===== src/hdl/savn_pkg.sv =====
package savn_pkg;

  localparam int TimeW = 32;
  localparam int CoordW = 16;
  localparam int NormW = 16;
  localparam int LenW = 9;
  localparam int SqrtSteps = 16;
  localparam logic [LenW-1:0] LenReset = 9'd4;

  typedef enum logic {
    OP_SQRT,
    OP_DIV
  } savn_op_t;

  typedef struct packed {
    logic     start;
    savn_op_t op;
  } savn_cmd_t;

  typedef enum logic [3:0] {
    ST_IDLE,
    ST_MULX,
    ST_MULY,
    ST_SQRT_GO,
    ST_SQRT_WAIT,
    ST_UPDATE,
    ST_DIVT_GO,
    ST_DIVT_WAIT,
    ST_DIVN_GO,
    ST_DIVN_WAIT,
    ST_OUT
  } savn_state_t;

endpackage


===== src/hdl/savn_alu.sv =====
module savn_alu import savn_pkg::*; #(
  parameter int DW = 40,
  parameter int NW = 9
) (
  input  logic          clk,
  input  logic          rst,
  input  savn_cmd_t     cmd,
  input  logic [DW-1:0] operand,
  input  logic [NW-1:0] divisor,
  output logic          done,
  output logic [DW-1:0] quotient
);

  localparam int RW = (NW + 2 > 19) ? NW + 2 : 19;
  localparam int CW = $clog2(DW + 1);

  logic          busy;
  logic [CW-1:0] cnt;
  savn_op_t      op;
  logic [DW-1:0] dreg;
  logic [RW-1:0] rem;
  logic [NW-1:0] dvsr;
  logic [RW-1:0] shifted;
  logic [RW-1:0] sub;
  logic [RW:0]   diff;
  logic          ge;

  always_comb begin
    unique case (op)
      OP_SQRT: begin
        shifted = {rem[RW-3:0], dreg[DW-1:DW-2]};
        sub = RW'({quotient[NormW-1:0], 2'b01});
      end
      OP_DIV: begin
        shifted = {rem[RW-2:0], dreg[DW-1]};
        sub = RW'(dvsr);
      end
      default: begin
        shifted = '0;
        sub = '0;
      end
    endcase
    diff = {1'b0, shifted} - {1'b0, sub};
    ge = !diff[RW];
  end

  assign done = busy && (cnt == CW'(1));

  always_ff @(posedge clk) begin
    if (rst) begin
      busy <= 1'b0;
      cnt <= '0;
    end else if (cmd.start) begin
      busy <= 1'b1;
      cnt <= (cmd.op == OP_SQRT) ? CW'(SqrtSteps) : CW'(DW);
    end else if (busy) begin
      cnt <= cnt - CW'(1);
      if (cnt == CW'(1)) begin
        busy <= 1'b0;
      end
    end
  end

  always_ff @(posedge clk) begin
    if (cmd.start) begin
      op <= cmd.op;
      dreg <= operand;
      dvsr <= divisor;
      rem <= '0;
      quotient <= '0;
    end else if (busy) begin
      rem <= ge ? diff[RW-1:0] : shifted;
      quotient <= {quotient[DW-2:0], ge};
      dreg <= (op == OP_SQRT) ? {dreg[DW-3:0], 2'b00} : {dreg[DW-2:0], 1'b0};
    end
  end

endmodule


===== config.mk =====
export PLATFORM = sky130hd
export DESIGN_NAME = savn_alu
export DESIGN_NICKNAME = d
export VERILOG_FILES = /design/src/hdl/savn_pkg.sv /design/src/hdl/savn_alu.sv
export SDC_FILE = /design/constraint.sdc
export NUM_CORES = 1
export LEC_CHECK = 0
export BUFFER_PORTS_ARGS = -buffer_cell sky130_fd_sc_hd__buf_2
export CAP_MARGIN = 20
export CORE_MARGIN = 2
export CORE_UTILIZATION = 35
export CTS_CLUSTER_DIAMETER = 80
export CTS_CLUSTER_SIZE = 8
export DETAILED_ROUTE_END_ITERATION = 8
export PLACE_DENSITY = 0.64
export SLEW_MARGIN = 25
export SYNTH_ARGS = -nofsm -noshare
export SYNTH_HDL_FRONTEND = slang
export SYNTH_SLANG_ARGS = --single-unit

===== constraint.sdc =====
create_clock -name clk -period 10.2 [get_ports clk]
set_clock_uncertainty 0.1 [all_clocks]
set_input_delay 0.51 -clock clk [delete_from_list [all_inputs] [get_ports clk]]
set_output_delay 0.51 -clock clk [all_outputs]
set_load 0.1 [all_outputs]

==> impl_metrics.yaml <==
status:
  outcome: "completed"
global_routing:
  grt-ovfl-total: 0
  grt_pass1_wl_mm: 21.10
  grt_max_degree: 86
  antenna_found_initial: 0
  grt_pass1_vias: 4364
  gr-usage-all-layers_pct: 14.36
timing:
  tightest_slew_ps: 978.3
  fin_crit_ps: 3759
  rsz0062_at_grt: "false"
  relSlewSlack_pct: 34.78
  fin_tns_setup_ps: 0
  setup_violations: 0
  hold_viol: 0
  max_freq_ghz: 0.2660
  slew_viol_final: 0
  timing.final.crit_share_pct: 36.85
logic_synthesis:
  synth_ff_type: "dfxtp_1"
  synth_area_leaders: "edfxtp_1 (25%), dfxtp_1 (21%), mux2i_1 (15%)"
  async_flop_share_pct: 0
  synth_cell_type_count: 56
  synth_top_area_cell: "edfxtp_1"
  ys.warnings.count: 0
  ys_seq_elements: 115
  yosysSeqAreaShare_pct: 45.82
  syn_area_per_cell_um2: 10.18
  synth_cells: 601
  synth.net_count: 675
  netlist_area_um2: 6117
  synth_edf_count: 50
  synth_top_cell_area_share_pct: 24.54
placed_design:
  dpl-instance-area_um2: 6745
  io_buffers: 93
  dp_hpwl_mm: 8.515
  gp_congestion: 0.8108
floorplanning:
  rows: 48
  core_um2: 17180
  die_w_um: 136.2
  start_util_pct: 35.61
  die-area_um2: 18550
  die_y_um: 136.2
  io_pins: 94
power_and_ir_drop:
  ir_drop_mv: 0.1635
  p_leak_nw: 3.127
  power.density_nw_per_um2: 240.8
setup_path:
  cp_max_fo: 37
  crit_buf_inv: 1
  worst_ep_required_time_ps: 10410
  path_delay_family: "compound AO/OA/AOI/OAI gates"
  endpoint_kind: "register"
  slowest_delay_ps: 760
  slowest_stage: "a31oi_4"
  crit_chain: "buf_4, mux2_2, ha_1, and3_4, a21oi_2, a31oi_4, a21o_4, a31oi_4, nor3_1, a2111oi_2"
  cp-start-kind: "register"
  criticalPathCategory: "reg -> reg"
  cp.arrival_ps: 3970
  cpMostUsedCell: "a31oi_4"
drt:
  avgRoutedWirePerCell_um: 14.04
  drt_first_pass_iters: 6
  routed_wl_mm: 12.91
  drt-vias-per-instance: 4.992
  ant_nets: 0
  vias: 4588
  drt_iter0_drc: 251
  drc_errors: 0
finish:
  final_cell_area_um2: 7331
  fill_cells: 1699
  area_growth_pct: 19.84
  diodes: 0
  fin_nets: 755
  fin_util_pct: 42.68
  multi_input_area_um2: 3124
  drive_above_1_share_pct: 22.48
  regArea_um2: 2804
clocking:
  cts_hold_buf: 0
  ctsResizeCount: 0
  cts_tree: "done"
  cts_sinks: 115
  clockRootBuffer: "clkbuf_16"
  clock_path_buffers: 2
  htreeDepth: 4
  cts_setup_buffers: 0
  numCtsBuffers: 17
  clk_latency_ps: 410
  clkSlewWorstSetupHoldPaths_ps: 60
job:
  drv_cap: 0
min_path:
  holdCritPathClass: "in -> reg"
-- cells by family (layout without fill, tap and decap cells) --
group           after synthesis  in the layout  share of synthesized area (%)
buf+inv                      45            138                          3.109
xor+xnor                     17             17                          2.434
flops                       115            115                          45.82
mux                         108            108                          18.00
fa+ha+maj                    21             21                          4.418
compound gates              120            120                          13.54
simple gates                175            175                          12.68
-- registers in the layout, indices dropped and copies added (netlist names) --
name,count
op,1
busy,1
rem,18
cnt,6
dreg,40
quotient,40
dvsr,9
-- worst paths after layout --
path	end	slack, ps	cells after the start	from
min reg2reg	rem[17]	370	2	rem[17]
min	dvsr[2]	170	1	divisor[2]
max	rem[7]	6440	10	op
max reg2reg	rem[7]	6440	10	op
-- cell usage in the layout, fill, tap and decap left out, types with 4 or more instances in the layout --
cell type	synthesis	layout
mux2i_1	92	92
buf_2	11	92
nor2_1	70	70
dfxtp_1	65	64
nand2_1	57	57
o21ai_0	51	51
edfxtp_1	50	50
ha_1	20	20
clkbuf_16	0	17
mux2_2	16	16
nand2b_1	13	13
a21oi_1	13	13
xor2_1	12	12
a211oi_1	10	10
nor3_1	9	9
inv_1	8	8
nand3_1	6	6
a32oi_1	6	6
buf_4	0	6
and2_1	5	5
a21o_1	5	5
o31ai_1	5	5
xnor2_1	5	5
clkinvlp_4	0	4
clkinv_4	0	4
-- per-stage QoR --
| step | instances | hold WS (ps) | worst slack [ps] | total power (W) |
|---|---|---|---|---|
| 2_1_floorplan | 601 | 335.7 | 6809 | 0.001082 |
| 3_3_place_gp | 887 | 350.7 | 6514 | 0.001186 |
| 3_5_place_dp | 887 | 355.0 | 6424 | 0.001187 |
| 4_1_cts | 919 | 148.7 | 6409 | 0.001781 |
| 5_1_grt | 919 | 150.7 | 6164 | 0.001871 |
| 6_report | 919 | 171.6 | 6441 | 0.001766 |
-- worst reg2reg max path, cell delays in order (launching register included) --
cell and delay, ps:
edfxtp_1 340, buf_4 420, mux2_2 420, ha_1 350, and3_4 220, a21oi_2 190, a31oi_4 140, a21o_4 260
a31oi_4 760, nor3_1 160, a2111oi_2 300
-- cell usage after synthesis, types with 9 or more instances --
cell type and instances:
buf_2 11, ha_1 20, nand2_1 57, a21oi_1 13, dfxtp_1 65, edfxtp_1 50, mux2i_1 92, nor2_1 70
nor3_1 9, a211oi_1 10, o21ai_0 51, nand2b_1 13, mux2_2 16, clkbuf_1 19, xor2_1 12
-- layout make-up --
cell class	instances	share of cell area, %
clock inverter	14	2.133
sequential	115	38.25
multi-input combinational	441	42.62
timing repair buffer	98	6.895
inverter	8	0.4096
clock buffer	18	5.854
tap	225	3.840
-- power by group --
group          switching (W)  internal, W  leakage (nW)  total (W)
Sequential         0.0000307     0.000533          1.04   0.000564
Clock               0.000222     0.000362         0.274   0.000584
Combinational       0.000357     0.000261          1.82   0.000617
Total               0.000610      0.00116          3.13    0.00177
-- metal layers --
metal  track usage (%)  part of all wire (%)  up-vias
li1                  -                     -     2344
met1             19.04                    48     2154
met2             22.45                    47       79
met3             3.617                   4.1       11
met4             5.671                   1.2        0
met5                 0                     0        -
Note: power is estimated with default switching activity, not from simulation.
